## src/sv/lpr_pkg.sv

```systemverilog
// Package for the LRU page replacement block: sizes, codes, item types.
// No dependencies.
`timescale 1ns / 1ps
`default_nettype none

package lpr_pkg;

  localparam int FRAMES    = 16;
  localparam int PAGE_BITS = 16;

  localparam int IDX_W  = (FRAMES > 1) ? $clog2(FRAMES) : 1;
  localparam int RANK_W = IDX_W;
  localparam int PAGE_W = 16;
  localparam int FIDX_W = 4;
  localparam int CNT_W  = 32;
  localparam int CFG_W  = 5;
  localparam int CMP_W  = ((IDX_W > CFG_W) ? IDX_W : CFG_W) + 1;

  localparam logic [PAGE_W-1:0] PAGE_MASK =
    (PAGE_BITS >= PAGE_W) ? {PAGE_W{1'b1}} : PAGE_W'((64'd1 << PAGE_BITS) - 64'd1);

  localparam logic [CFG_W-1:0] FIU_RESET = 5'd16;
  localparam logic [CNT_W-1:0] CNT_MAX   = {CNT_W{1'b1}};

  // APB data and address
  localparam int DATA_W = 32;
  localparam int ADDR_W = 3;
  localparam logic REG_FRAMES_IN_USE = 1'b0;

  // Input kind codes
  localparam logic KIND_REF     = 1'b0;
  localparam logic KIND_RESTART = 1'b1;

  localparam int QDEPTH = 2;
  localparam int QPTR_W = 1;
  localparam int QCNT_W = 2;

  typedef enum logic {
    CMD_REF,
    CMD_RESTART
  } cmd_op_e;

  typedef enum logic {
    ST_LOOK,
    ST_COMMIT
  } back_state_e;

  typedef struct packed {
    logic              kind;
    logic [PAGE_W-1:0] page;
  } lpr_in_t;

  typedef struct packed {
    logic              hit;
    logic [FIDX_W-1:0] frame_index;
    logic              evicted_valid;
    logic [PAGE_W-1:0] evicted_page;
    logic [CNT_W-1:0]  fault_count;
  } lpr_out_t;

  typedef struct packed {
    cmd_op_e           op;
    logic [PAGE_W-1:0] page;
  } lpr_cmd_t;

endpackage

`default_nettype wire

```

## src/sv/lpr_front.sv

```systemverilog
// Front end: accepts items, decodes them into commands, holds a short queue.
// Depends on lpr_pkg.
`timescale 1ns / 1ps
`default_nettype none

module lpr_front (
  input  wire logic              clk_i,
  input  wire logic              rst_ni,
  input  wire logic              push_i,
  input  wire lpr_pkg::lpr_in_t  item_i,
  output logic                   full_o,
  output logic                   cmd_valid_o,
  output lpr_pkg::lpr_cmd_t      cmd_o,
  input  wire logic              cmd_pop_i
);
  import lpr_pkg::*;

  lpr_cmd_t          slot_q [QDEPTH];
  logic [QPTR_W-1:0] wr_q, rd_q;
  logic [QCNT_W-1:0] cnt_q, cnt_d;
  lpr_cmd_t          cmd_new;
  logic              do_push, do_pop;

  always_comb begin
    cmd_new.op   = (item_i.kind == KIND_RESTART) ? CMD_RESTART : CMD_REF;
    cmd_new.page = item_i.page & PAGE_MASK;
  end

  assign full_o      = (cnt_q == QCNT_W'(QDEPTH));
  assign cmd_valid_o = (cnt_q != '0);
  assign cmd_o       = slot_q[rd_q];
  assign do_push     = push_i && !full_o;
  assign do_pop      = cmd_pop_i && cmd_valid_o;

  always_comb begin
    cnt_d = cnt_q;
    if (do_push && !do_pop) begin
      cnt_d = cnt_q + 1'b1;
    end else if (!do_push && do_pop) begin
      cnt_d = cnt_q - 1'b1;
    end
  end

  always_ff @(posedge clk_i or negedge rst_ni) begin
    if (!rst_ni) begin
      wr_q  <= '0;
      rd_q  <= '0;
      cnt_q <= '0;
    end else begin
      cnt_q <= cnt_d;
      if (do_push) begin
        wr_q <= wr_q + 1'b1;
      end
      if (do_pop) begin
        rd_q <= rd_q + 1'b1;
      end
    end
  end

  always_ff @(posedge clk_i) begin
    if (do_push) begin
      slot_q[wr_q] <= cmd_new;
    end
  end

endmodule

`default_nettype wire

```

## src/sv/lpr_back.sv

```systemverilog
// Back end: frame table, recency ranks, fault counter and result register.
// Depends on lpr_pkg.
`timescale 1ns / 1ps
`default_nettype none

module lpr_back (
  input  wire logic                      clk_i,
  input  wire logic                      rst_ni,
  input  wire logic                      cmd_valid_i,
  input  wire lpr_pkg::lpr_cmd_t         cmd_i,
  output logic                           cmd_pop_o,
  input  wire logic [lpr_pkg::CFG_W-1:0] frames_in_use_i,
  output logic                           empty_o,
  input  wire logic                      pop_i,
  output lpr_pkg::lpr_out_t              item_o
);
  import lpr_pkg::*;

  back_state_e       state_q, state_d;

  logic [PAGE_W-1:0] page_q [FRAMES];
  logic [RANK_W-1:0] rank_q [FRAMES];
  logic [RANK_W-1:0] rank_upd [FRAMES];
  logic [FRAMES-1:0] valid_q;
  logic [CNT_W-1:0]  fault_q, fault_inc;

  logic [FRAMES-1:0] active, match, free, victim;
  logic [FRAMES-1:0] hit_oh_q, free_oh_q, vic_oh_q;
  logic              any_hit_q, any_free_q;

  logic [FRAMES-1:0] sel;
  logic [IDX_W-1:0]  idx;
  logic [RANK_W-1:0] old_rank;
  logic [PAGE_W-1:0] sel_page;
  logic              fill;

  lpr_out_t          out_q;
  logic              out_valid_q;
  logic              do_look, do_commit;

  // Lookup: per-frame compares, reduced to one-hot picks
  always_comb begin
    for (int i = 0; i < FRAMES; i++) begin
      active[i] = (i == 0) || (CMP_W'(i) < CMP_W'(frames_in_use_i));
      match[i]  = active[i] && valid_q[i] && (page_q[i] == cmd_i.page);
      free[i]   = active[i] && !valid_q[i];
    end
    for (int i = 0; i < FRAMES; i++) begin
      victim[i] = active[i];
      for (int j = 0; j < FRAMES; j++) begin
        if (j < i && active[j] && !(rank_q[i] > rank_q[j])) begin
          victim[i] = 1'b0;
        end
        if (j > i && active[j] && !(rank_q[i] >= rank_q[j])) begin
          victim[i] = 1'b0;
        end
      end
    end
  end

  // Commit: chosen frame and the new recency order
  always_comb begin
    sel      = any_hit_q ? hit_oh_q : (any_free_q ? free_oh_q : vic_oh_q);
    fill     = !any_hit_q && any_free_q;
    idx      = '0;
    old_rank = '0;
    sel_page = '0;
    for (int i = 0; i < FRAMES; i++) begin
      if (sel[i]) begin
        idx      = idx | IDX_W'(i);
        old_rank = old_rank | rank_q[i];
        sel_page = sel_page | page_q[i];
      end
    end
    for (int i = 0; i < FRAMES; i++) begin
      rank_upd[i] = rank_q[i];
      if (sel[i]) begin
        rank_upd[i] = '0;
      end else if (valid_q[i] && (fill || rank_q[i] < old_rank)) begin
        rank_upd[i] = rank_q[i] + 1'b1;
      end
    end
    fault_inc = (fault_q == CNT_MAX) ? fault_q : fault_q + 1'b1;
  end

  always_comb begin
    state_d   = state_q;
    do_look   = 1'b0;
    do_commit = 1'b0;
    unique case (state_q)
      ST_LOOK: begin
        if (cmd_valid_i) begin
          do_look = 1'b1;
          state_d = ST_COMMIT;
        end
      end
      ST_COMMIT: begin
        if (!out_valid_q || pop_i) begin
          do_commit = 1'b1;
          state_d   = ST_LOOK;
        end
      end
      default: state_d = ST_LOOK;
    endcase
  end

  assign cmd_pop_o = do_commit;
  assign empty_o   = !out_valid_q;
  assign item_o    = out_q;

  always_ff @(posedge clk_i or negedge rst_ni) begin
    if (!rst_ni) begin
      state_q <= ST_LOOK;
    end else begin
      state_q <= state_d;
    end
  end

  always_ff @(posedge clk_i or negedge rst_ni) begin
    if (!rst_ni) begin
      valid_q     <= '0;
      fault_q     <= '0;
      out_valid_q <= 1'b0;
      for (int i = 0; i < FRAMES; i++) begin
        rank_q[i] <= '0;
      end
    end else begin
      if (do_commit) begin
        out_valid_q <= 1'b1;
      end else if (pop_i) begin
        out_valid_q <= 1'b0;
      end
      if (do_commit) begin
        if (cmd_i.op == CMD_RESTART) begin
          valid_q <= '0;
          fault_q <= '0;
          for (int i = 0; i < FRAMES; i++) begin
            rank_q[i] <= '0;
          end
        end else begin
          valid_q <= valid_q | sel;
          for (int i = 0; i < FRAMES; i++) begin
            rank_q[i] <= rank_upd[i];
          end
          if (!any_hit_q) begin
            fault_q <= fault_inc;
          end
        end
      end
    end
  end

  always_ff @(posedge clk_i) begin
    if (do_look) begin
      hit_oh_q   <= match & (~match + FRAMES'(1));
      free_oh_q  <= free & (~free + FRAMES'(1));
      vic_oh_q   <= victim;
      any_hit_q  <= |match;
      any_free_q <= |free;
    end
    if (do_commit) begin
      if (cmd_i.op == CMD_RESTART) begin
        out_q <= '0;
      end else begin
        for (int i = 0; i < FRAMES; i++) begin
          if (sel[i] && !any_hit_q) begin
            page_q[i] <= cmd_i.page;
          end
        end
        out_q.hit           <= any_hit_q;
        out_q.frame_index   <= FIDX_W'(idx);
        out_q.evicted_valid <= !any_hit_q && !any_free_q;
        out_q.evicted_page  <= (!any_hit_q && !any_free_q) ? sel_page : '0;
        out_q.fault_count   <= any_hit_q ? fault_q : fault_inc;
      end
    end
  end

endmodule

`default_nettype wire

```

## src/sv/lru_page_replacement.sv

```systemverilog
// LRU page replacement, top level: configuration register and the two ends.
// Results are registered after the lookup and commit steps over the frame table;
// the next item is looked up once the last is committed; a held result stalls commit.
// Reset empties all frames, clears the fault count and sets frames_in_use to 16;
// there is no clearing pass, items are taken from the first cycle after reset.
// Depends on lpr_pkg, lpr_front and lpr_back.
`timescale 1ns / 1ps
`default_nettype none

module lru_page_replacement (
  input  wire logic                       clk_i,
  input  wire logic                       rst_ni,
  input  wire logic                       push,
  output logic                            full,
  input  wire lpr_pkg::lpr_in_t           in_item_i,
  output logic                            empty,
  input  wire logic                       pop,
  output lpr_pkg::lpr_out_t               out_item_o,
  input  wire logic                       psel,
  input  wire logic                       penable,
  input  wire logic                       pwrite,
  input  wire logic [lpr_pkg::ADDR_W-1:0] paddr,
  input  wire logic [lpr_pkg::DATA_W-1:0] pwdata,
  output logic [lpr_pkg::DATA_W-1:0]      prdata,
  output logic                            pready
);
  import lpr_pkg::*;

  logic [CFG_W-1:0] fiu_q;
  logic             cmd_valid, cmd_pop;
  lpr_cmd_t         cmd;
  logic             reg_sel;

  assign pready  = 1'b1;
  assign reg_sel = (paddr[ADDR_W-1] == REG_FRAMES_IN_USE);
  assign prdata  = reg_sel ? DATA_W'(fiu_q) : '0;

  always_ff @(posedge clk_i or negedge rst_ni) begin
    if (!rst_ni) begin
      fiu_q <= FIU_RESET;
    end else if (psel && penable && pwrite && pready && reg_sel) begin
      fiu_q <= pwdata[CFG_W-1:0];
    end
  end

  lpr_front u_front (
    .clk_i       (clk_i),
    .rst_ni      (rst_ni),
    .push_i      (push),
    .item_i      (in_item_i),
    .full_o      (full),
    .cmd_valid_o (cmd_valid),
    .cmd_o       (cmd),
    .cmd_pop_i   (cmd_pop)
  );

  lpr_back u_back (
    .clk_i           (clk_i),
    .rst_ni          (rst_ni),
    .cmd_valid_i     (cmd_valid),
    .cmd_i           (cmd),
    .cmd_pop_o       (cmd_pop),
    .frames_in_use_i (fiu_q),
    .empty_o         (empty),
    .pop_i           (pop),
    .item_o          (out_item_o)
  );

endmodule

`default_nettype wire

```

## config.mk

```make
export PLATFORM = sky130hd
export DESIGN_NAME = lru_page_replacement
export DESIGN_NICKNAME = d
export VERILOG_FILES = /design/src/sv/lpr_pkg.sv /design/src/sv/lpr_front.sv /design/src/sv/lpr_back.sv /design/src/sv/lru_page_replacement.sv
export SDC_FILE = /design/constraint.sdc
export NUM_CORES = 1
export LEC_CHECK = 0
export BUFFER_PORTS_ARGS = -buffer_cell sky130_fd_sc_hd__buf_2
export CELL_PAD_IN_SITES_DETAIL_PLACEMENT = 1
export CELL_PAD_IN_SITES_GLOBAL_PLACEMENT = 1
export CORE_MARGIN = 2
export CORE_UTILIZATION = 43
export CTS_BUF_LIST = sky130_fd_sc_hd__clkbuf_2 sky130_fd_sc_hd__clkbuf_4 sky130_fd_sc_hd__clkbuf_8
export DETAILED_ROUTE_END_ITERATION = 7
export PLACE_DENSITY = 0.73
export SETUP_SLACK_MARGIN = 0.05
export SYNTH_ARGS = -nofsm -noshare
export SYNTH_HDL_FRONTEND = slang
export SYNTH_SLANG_ARGS = --single-unit
```

## constraint.sdc

```tcl
create_clock -name clk_i -period 6.11 [get_ports clk_i]
set_input_delay 1.833 -clock clk_i [delete_from_list [all_inputs] [get_ports clk_i]]
set_output_delay 1.833 -clock clk_i [all_outputs]
set_load 0.01 [all_outputs]
```

[Word-level counts from Yosys, hierarchy flattened]
Memory sizes are Yosys's and may differ from the RTL's.
Cells that the tools add are included.
Storage, ports and cells
  memory bits (read-only): 0
  bits in writable memories: 290
  latch bits: 0
  bits in registers: 227
  memories kept: 2
  bits of input ports: 59
  word-level logic and storage cells: 1211
  output and inout bits: 89
Cells by class
  magnitude comparators: 271
  bitwise operators: 53
  reductions and logical operators: 630
  equality and inequality tests: 18
  mux-type cells: 165
  add/subtract/negate cells: 23
  $mul: 0
  shift operators: 0
  divide/modulo/power cells: 0
Memories
  u_back.page_q: depth 16, bits a word 16, rd ports 16, clocked after Yosys merged registers in 0, write ports 16, line lpr_back.sv:21  | logic [PAGE_W-1:0] page_q [FRAMES];
  u_front.slot_q: depth 2, bits a word 17, rd ports 1, clocked after Yosys merged registers in 0, write ports 1, line lpr_front.sv:18  | lpr_cmd_t slot_q [QDEPTH];
Operator list (number)
  $ge A4 B4 Y1: 120
  $gt A4 B4 Y1: 120
  $logic_and A1 B1 Y1: 312
  $mux W16: 19
  $eq A16 B16 Y1: 16
  $or A16 B16 Y16: 16
  $logic_not A1 Y1: 247
  $reduce_or A15 Y1: 15
  $mux W4: 56
  $mux W32: 3
  $mux W1: 76
  $add A4 B1 Y4 const B: 16
  $lt A4 B4 Y1: 16
  $mux W64: 1
  $or A4 B4 Y4: 15
  $reduce_bool A3 Y1: 16
  $lt A4 B5 Y1 const A: 8
  $add A16 B1 Y16 const B: 2
  $add A32 B1 Y32 const B: 1
  $and A16 B16 Y16: 2
  $eq A32 B32 Y1 const B: 1
  $not A16 Y16: 2
  $reduce_and A2 Y1: 16
  $reduce_or A16 Y1: 2
  16 further kinds: 62

[Longest topological paths before layout]
Gate-level depths: netlist of the first run.
  depth in word-level cells: 39
  depth in mapped cells: 19
  depth with buffers taken out: 15

[Hierarchy]
Synthesis of the first run repeated with hierarchy kept, for this count alone.
Unflattened totals
  cell total of the unflattened synthesis: 3571
  area total of the unflattened synthesis: 38120.3 µm²
By module, submodules not included
  lpr_back: sequential area each 13663.1 µm², times used 1, cells an instance 3453, area each 36174.7 µm²
  lpr_front: sequential area each 1121.1 µm², times used 1, cells an instance 72, area each 1477.7 µm²
  lru_page_replacement: sequential area each 126.4 µm², times used 1, cells an instance 46, area each 467.9 µm²

[Worst setup path before layout of the first run]
No wires, ideal clock.
  path type: input to register
  from: input pop
  to: register u_back.out_q (netlist bit u_back.item_o[0]), enable pin
  buffers on the path: 3
  stages: 6
  library setup time: 0.439 ns
  slack: 1.322 ns
  data arrival time: 4.349 ns
  required time: 5.671 ns
  cell sequence: nand2b_1 nand2_1 inv_1 clkbuf_1 clkbuf_1 clkbuf_1
On the way
  longest elaborated chain between the ends: 3
RTL lines
  start, declared: line lru_page_replacement.sv:17  | input wire logic pop,
  $logic_or A1 B1 Y1: line lpr_back.sv:98  | if (!out_valid_q || pop_i) begin
  $mux W1: line lpr_back.sv:98
  $mux W1: line lpr_back.sv:90  | unique case (state_q)
  named net cmd_pop: line lru_page_replacement.sv:30  | logic cmd_valid, cmd_pop;
  end, declared: line lpr_back.sv:37  | lpr_out_t out_q;
The timed path passes the listed nets, and every way through them passes these cells.
A chain may end at the register's enable or synchronous reset.

[Worst setup path in the final report of the first run]
  from: register u_back.any_free_q
  to: register u_back.rank_q[19] (netlist name)
On the way
  longest elaborated chain between the ends: 38
  elaborated cells between the ends (all ways): 41
  those cells by class: order compare: 1; mux: 20; bitwise: 15; reduce/logical: 5
RTL lines
  start, declared: line lpr_back.sv:29  | logic any_hit_q, any_free_q;
  start signal, assigned: line lpr_back.sv:159  | any_free_q <= |free;
  $mux W16 (2 in series): line lpr_back.sv:63  | sel = any_hit_q ? hit_oh_q : (any_free_q ? free_oh_q : vic_oh_q);
  $mux W4: line lpr_back.sv:69  | if (sel[i]) begin
  $or A4 B4 Y4: line lpr_back.sv:71  | old_rank = old_rank | rank_q[i];
  $mux W4: line lpr_back.sv:69
  $or A4 B4 Y4: line lpr_back.sv:71
  $mux W4: line lpr_back.sv:69
  $or A4 B4 Y4: line lpr_back.sv:71
  $mux W4: line lpr_back.sv:69
  [21 not listed]
  $mux W4: line lpr_back.sv:69
  $or A4 B4 Y4: line lpr_back.sv:71
  $mux W4: line lpr_back.sv:69
  $lt A4 B4 Y1: line lpr_back.sv:79  | end else if (valid_q[i] && (fill || rank_q[i] < old_rank)) begin
  $logic_or A1 B1 Y1: line lpr_back.sv:79
  $logic_and A1 B1 Y1: line lpr_back.sv:79
  $reduce_bool A3 Y1 (no source line)
  $reduce_and A2 Y1 (no source line)
  end signal, assigned by index: line lpr_back.sv:143  | rank_q[i] <= rank_upd[i];
  end, declared: line lpr_back.sv:22  | logic [RANK_W-1:0] rank_q [FRAMES];
Parallel ways exist; a longest one is shown, timed or not.

==> qor.yml, run 1 <==
timing:
  relSlewSlack: 0.178
  max_freq_mhz: 209
  hold_viol: 0
  whs_ns: 0.507
  post-route-period-util: 0.785
  finalClockSkew_ns: 0.0588
  layout_min_cycle_time_ns: 4.80
  setup_viol: 0
  tightest_slew_ns: 1.23
  tns_ns: 0
  rsz0062_at_grt: "no"
  drv_slew: 0
power:
  p_leak_nw: 16.2
  p_total_mw: 22.4
  ir_drop_uv: 360
  cellPowerDensity_nw_per_um2: 535
worst_setup_path:
  rrSetupSlack_ns: 1.31
  cp.arrival_ns: 5.42
  crit-reg2reg-launch: "u_back.any_free_q$_DFFE_PP_"
  crit_type: "reg2reg"
  r2r-end: "u_back.rank_q[19]$_DFFE_PN0P_"
  start_kind: "register"
  end_kind: "register"
  cp_data_required_time_ns: 6.74
  ff2ff_path_depth: 15
  critPathMaxFanout: 23
place:
  port_buffers: 90
  finalWeightedCongestion: 1.01
  placedCellCount: 4813
  dp_hpwl_um: 110000
detailed_routing:
  routed_wl_um: 157000
  drt-initial-drc-count: 3987
  avgRoutedWirePerCell_um: 31.5
  ant_nets: 0
  drc_errors: 0
  drt-pass1-iter-count: 6
  via_per_inst: 6.66
  vias: 33229
yosys:
  synthXorXnorAreaFrac: 0.0667
  synth_top_family_by_area: "adder cells"
  ys_types: 75
  async_flop_share: 0.238
  synthCells: 3568
  yosys-top-cells-count: "ha_1 (546), edfxtp_1 (394), o21ai_0 (243)"
  synth_area_leaders: "edfxtp_1 (31%), ha_1 (18%), dfrtp_1 (8.1%), xor2_1 (3.7%), o21ai_0 (3.2%)"
  syn_area_um2: 37600
  synth-compound-area-share: 0.161
  ys_seq_area_frac: 0.397
  yosysMostFrequentCell: "ha_1"
  yosys.area_share.adder: 0.182
  ys_seq_elements: 517
  synth_edf_count: 394
  yosysWarningCount: 0
  synthMuxAreaShare: 0.0150
  yosys.area_share.simple: 0.148
  synth_top_cell_area_share: 0.315
  synth_area_per_cell_um2: 10.5
  synth_flop_cell: "edfxtp_1"
  yosys.area.top_type: "edfxtp_1"
layout:
  fillers: 9580
  multi_input_area_um2: 21700
  syn2layout_area_growth_pct: 11.6
  drive_gt1_frac: 0.116
  seqCellArea_um2: 14900
  final_util: 0.484
  stdcell_count: 4987
  nets: 4357
min_path:
  min_path_type: "reg2reg"
  hold_path.startpoint: "u_front.wr_q$_DFFE_PN0P_"
  hold_depth: 1
  hold_end: "u_front.wr_q$_DFFE_PN0P_"
floorplanning:
  dieArea_um2: 89700
  core_area_um2: 86600
  ioPinCount: 148
  fp-row-count: 108
  initial_utilization: 0.434
  die_x_um: 300
  fp.dieH_um: 300
global_route:
  antenna_found_initial: 6
  grt_pass1_wl_um: 227000
  grt_pass1_vias: 32857
  grt_remaining_overflow: 0
  grtUsageTotal: 0.344
  grt_start_max_net_pins: 81
cts:
  cts_made_buffers: 92
  cts_max_level: 3
  cts-root-buf: "clkbuf_8"
  postCtsResizedCells: 0
  cts_tree: "yes"
  ctsLongestPathBuffers: 3
  clock_sinks: 517
  clock_latency_ns: 0.74
  clkSlewWorstSetupHoldPaths_ns: 0.06
  cts_setup_buffers: 0
  holdBufCountCts: 0
flow_run:
  drv_cap: 0
run_status:
  status: "finished, final reports clean"
## where the power goes
part,total [mW],internal (mW),switching (mW)
logic,13.1,4.32,8.74
registers,5.81,4.97,0.845
clock network,3.55,1.94,1.61
total,22.4,11.2,11.2
## through the flow
| stage | area [um^2] | setup slack, ns |
|---|---|---|
| final | 41900 | 1.31 |
| after global routing | 41900 | 0.963 |
| after floorplan | 37700 | 1.32 |
| after global placement | 39900 | 1.49 |
| after CTS | 41900 | 1.36 |
| after detailed placement | 39900 | 1.40 |
## state kept, by name (all words and copies together), names as in the netlist, 16 cells and up
signal	flops
u_front.slot_q	34
u_back.item_o	54
u_back.hit_oh_q	16
u_back.fault_q	32
u_back.free_oh_q	16
u_back.page_q	256
u_back.vic_oh_q	16
u_back.valid_q	16
u_back.rank_q	64
## critical path: stages, from the launching register on
cell	delay (ns)
edfxtp_1	0.98
nor2b_1	0.15
nor3_1	0.42
nor2b_2	0.22
a221oi_1	0.41
nand3_1	0.11
nor2_1	0.68
buf_4	0.34
ha_1	0.26
o21a_1	0.10
o211ai_1	0.15
nand2_1	0.08
o21ai_0	0.21
nand4_1	0.17
or3_1	0.35
o21ai_1	0.08
## cell usage in the layout, fill, tap and decap left out, types with 21 or more instances in the layout
cell type / netlist / routed
ha_1: 546 / 546
edfxtp_1: 394 / 394
o21ai_0: 243 / 243
a21oi_1: 170 / 169
xor2_1: 160 / 160
nand2_1: 156 / 154
nand2b_1: 136 / 136
nand4_1: 135 / 135
buf_4: 31 / 129
nor2b_1: 131 / 126
xnor2_1: 126 / 126
nor2_1: 123 / 122
dfrtp_1: 122 / 121
inv_1: 107 / 106
clkbuf_8: 0 / 98
nand3_1: 93 / 93
buf_2: 16 / 89
a221oi_1: 60 / 60
a22o_1: 57 / 57
nor3_1: 61 / 53
nor4_1: 52 / 52
a22oi_1: 49 / 49
o21a_1: 47 / 47
a41oi_1: 39 / 39
o211ai_1: 34 / 34
a31oi_1: 34 / 33
a32oi_1: 28 / 28
conb_1: 2 / 28
and3_1: 26 / 26
or3_1: 23 / 23
clkinv_1: 1 / 22
o31ai_1: 22 / 22
clkbuf_4: 0 / 21
## cell type report
type	instances	share of cell area
well taps	1155	0.0345
multi-input cells	2814	0.519
flip-flops and latches	517	0.356
clock inverters	51	0.0111
inverters	108	0.00979
diodes	4	0.000239
clock buffers	119	0.0359
repair buffers	219	0.0340
## logic make-up (layout without fill, tap and decap cells)
family,after synthesis,count (layout)
multiplexers,36,36
AO/OA/AOI/OAI,906,906
XOR/XNOR,286,286
AND/OR/NAND/NOR,1012,1012
adder cells (fa/ha/maj),546,546
buffers and inverters,263,497
flip-flops,517,517
other,2,32
## metal layers
metal,vias up,share of wire,global-route usage
met5,-,0.00018,0
met4,4,0.068,0.203
met3,553,0.099,0.0689
met2,1899,0.44,0.532
met1,16656,0.39,0.448
li1,14117,-,-
## worst max path at each step
stage,start,endpoint,slack [ns],cells past startpoint
floorplan,pop,u_back.item_o[0]$_SDFFCE_PP0P_,1.32,6
global placement,u_back.any_free_q$_DFFE_PP_,u_back.rank_q[3]$_DFFE_PN0P_,1.49,16
detailed placement,u_back.any_free_q$_DFFE_PP_,u_back.rank_q[3]$_DFFE_PN0P_,1.40,15
CTS,u_back.any_free_q$_DFFE_PP_,u_back.rank_q[19]$_DFFE_PN0P_,1.36,15
global route,u_back.any_free_q$_DFFE_PP_,u_back.rank_q[31]$_DFFE_PN0P_,0.96,15
finish,u_back.any_free_q$_DFFE_PP_,u_back.rank_q[19]$_DFFE_PN0P_,1.31,15
No activity file was read; power rests on OpenSTA's default activity.
==> inputs of run 2 (changes only) <==
- PLACE_DENSITY: 0.73 -> 0.75
- clock period: 6.11 -> 4.32 ns (I/O delays scaled with it)
==> run 2 against run 1 <==
  * Clock skew rose by 0.020 ns
  * Routed wire length increased by 2.1%
  * Via count up 2.3%
  * Power up 43%
  * Combinational power up 46%
==> qor.yml, run 2 (same netlist as run 1, synthesis figures left out) <==
layout:
  nets: 4445  # was 4357
  fillers: 9497  # was 9580
  drive_gt1_frac: 0.138  # was 0.116
  syn2layout_area_growth_pct: 13.4  # was 11.6%
  mostFrequentLayoutCell: "ha_1"  # unchanged
  layout_common_cells: "ha_1 (546), edfxtp_1 (394), o21ai_0 (243)"  # unchanged
  largest-register: "u_back.page_q"  # unchanged
  design_area_um2: 42600  # was 41900 um^2
  largest_register_ffs: 256  # unchanged
place:
  port_buffers: 90  # unchanged
  dp_hpwl_um: 115000  # was 110000 um
  dpl-instance-area_um2: 40600  # was 39900 um^2
  finalWeightedCongestion: 0.997  # was 1.01
cts:
  clkSlewWorstSetupHoldPaths_ns: 0.06  # about the same
  cts-root-buf: "clkbuf_8"  # unchanged
  holdBufCountCts: 0  # unchanged
  ctsLongestPathBuffers: 3  # unchanged
  cts_max_level: 3  # unchanged
  cts_made_buffers: 92  # unchanged
  clock_sinks: 517  # unchanged
  cts_tree: "yes"  # unchanged
  clock_latency_ns: 0.75  # was 0.74 ns
floorplanning:
  die_x_um: 300  # unchanged
  ioPinCount: 148  # unchanged
  core_area_um2: 86600  # unchanged
  fp-row-count: 108  # unchanged
  fp.dieH_um: 300  # unchanged
  initial_utilization: 0.434  # unchanged
  dieArea_um2: 89700  # unchanged
min_path:
  min_path_type: "reg2reg"  # unchanged
run_status:
  status: "finished, final reports clean"  # unchanged
global_route:
  grt_start_max_net_pins: 80  # was 81
  grtUsageMet3: 0.0857  # was 0.0689
  grt_pass1_vias: 34534  # was 32857
  top_usage_layer: "met2"  # unchanged
  met1_usage: 0.435  # was 0.448
  grt_remaining_overflow: 0  # unchanged
  antenna_found_initial: 7  # was 6
  grtUsageMet2: 0.537  # was 0.532
  grt_pass1_wl_um: 231000  # was 227000 um
  grtUsageTotal: 0.349  # was 0.344
timing:
  rsz0062_at_grt: "no"  # unchanged
  hold_viol: 0  # unchanged
  post-route-period-util: 0.941  # was 0.785
  drv_slew: 0  # unchanged
  setup_viol: 0  # unchanged
  finalClockSkew_ns: 0.0788  # was 0.0588 ns
  tns_ns: 0  # unchanged
  layout_min_cycle_time_ns: 4.06  # was 4.80 ns
  tightest_slew_ns: 1.18  # was 1.23 ns
  max_freq_mhz: 246  # was 209 MHz
  relSlewSlack: 0.216  # was 0.178
detailed_routing:
  drc_errors: 0  # unchanged
  ant_nets: 0  # unchanged
  routed_wl_um: 160000  # was 157000 um
  drt-pass1-iter-count: 6  # unchanged
  vias: 33989  # was 33229
  via_per_inst: 6.69  # was 6.66
  drt-initial-drc-count: 3899  # was 3987
  avgRoutedWirePerCell_um: 31.6  # was 31.5 um
worst_setup_path:
  crit_type: "reg2reg"  # unchanged
  path_cells: "buf_4 > mux2i_4 > xnor2_1 > nor4_1 > nand4_1 > nor4_1 > nor3_2 > nand4_1 > nor2b_1"  # was nor2b_1 > nor3_1 > nor2b_2 > a221oi_1 > nand3_1 > nor2_1 > buf_4 > ha_1 > o21a_1 > o211ai_1 > nand2_1 > o21ai_0 > nand4_1 > or3_1 > o21ai_1
  cp.arrival_ns: 4.50  # was 5.42 ns
  cp_data_required_time_ns: 4.76  # was 6.74 ns
  end_kind: "register"  # unchanged
  slowest_stage: "dfrtp_2"  # was edfxtp_1
  critPathMaxFanout: 12  # was 23
  max_stage_delay_ns: 0.69  # was 0.98 ns
  start_kind: "register"  # unchanged
power:
  ir_drop_uv: 399  # was 360 uV
  cellPowerDensity_nw_per_um2: 755  # was 535 nW/um^2
  p_leak_nw: 16.7  # was 16.2 nW
flow_run:
  drv_cap: 0  # unchanged
run 2: cell count changes in the layout (fill, tap and decap cells not counted), sizes merged:
cell | before | now
buf | 219 | 307
bufinv | 7 | 4
clkbuf | 119 | 121
diode | 4 | 3
inv | 114 | 112
clkinvlp | 1 | 4
clkinv | 37 | 40
run 2: stage by stage:
stage                     utilization  setup WS [ns]  power [mW]  hold WS (ns)  std cells
after floorplan                     -         0.0690        18.9         0.461       3594
after global placement          0.469          0.250        25.7         0.477       4898
after CTS                       0.491          0.178        31.4         0.539       5071
after global routing            0.492         0.0860        33.6         0.570       5075
after detailed placement        0.469          0.199        26.4         0.529       4898
final                           0.492          0.256        32.2         0.544       5077
run 2: repair_timing:
item,CTS,global route
resized for setup,0,1
setup endpoints to repair,0,21
setup buffers,0,3
run 2: layout make-up:
| class | instances | area (um^2) | share of cell area |
|---|---|---|---|
| clock inverter | 52 | 437 | 0.0102 |
| tap | 1155 | 1450 | 0.0339 |
| clock buffer | 121 | 1520 | 0.0357 |
| antenna | 3 | 7.51 | 0.000176 |
| sequential | 517 | 14900 | 0.350 |
| inverter | 108 | 410 | 0.00963 |
| multi-input combinational | 2814 | 21800 | 0.511 |
| timing repair buffer | 307 | 2110 | 0.0495 |
run 2: worst paths after layout:
kind                                                 from                        endpoint  slack [ns]  depth (start not counted)
hold reg to reg            u_back.fault_q[23]$_DFFE_PN0P_  u_back.fault_q[23]$_DFFE_PN0P_        0.54                          1
hold / removal             u_back.fault_q[23]$_DFFE_PN0P_  u_back.fault_q[23]$_DFFE_PN0P_        0.54                          1
setup reg to reg                 u_front.rd_q$_DFFE_PN0P_    u_back.hit_oh_q[9]$_DFFE_PP_        0.26                          9
setup / recovery                 u_front.rd_q$_DFFE_PN0P_    u_back.hit_oh_q[9]$_DFFE_PP_        0.26                          9
max in group asynchronous                          rst_ni            fiu_q[4]$_DFFE_PN1P_        2.75                          2
min in group asynchronous                          rst_ni   u_back.fault_q[8]$_DFFE_PN0P_        0.65                          1
run 2: report_power, final:
part | leakage, nW | switching, mW | total (mW) | internal [mW]
clock | 1.02 | 2.33 | 4.93 | 2.60
sequential | 5.31 | 1.08 | 8.10 | 7.02
combinational | 10.3 | 12.7 | 19.1 | 6.44
run 2: metal layers:
| layer | vias up | wire length, um | share of wire |
|---|---|---|---|
| li1 | 14299 | - | - |
| met3 | 699 | 17700 | 0.11 |
| met2 | 2120 | 69800 | 0.44 |
| met1 | 16863 | 60000 | 0.37 |
| met4 | 8 | 12600 | 0.079 |
| met5 | - | 46 | 0.00029 |
run 2: worst max-delay path: cells and delay by family, from the launching register on:
| family | cells | cell delay, ns |
|---|---|---|
| mux | 1 | 0.57 |
| flops | 1 | 0.69 |
| simple gates | 6 | 2.07 |
| buf+inv | 1 | 0.22 |
| xor+xnor | 1 | 0.20 |
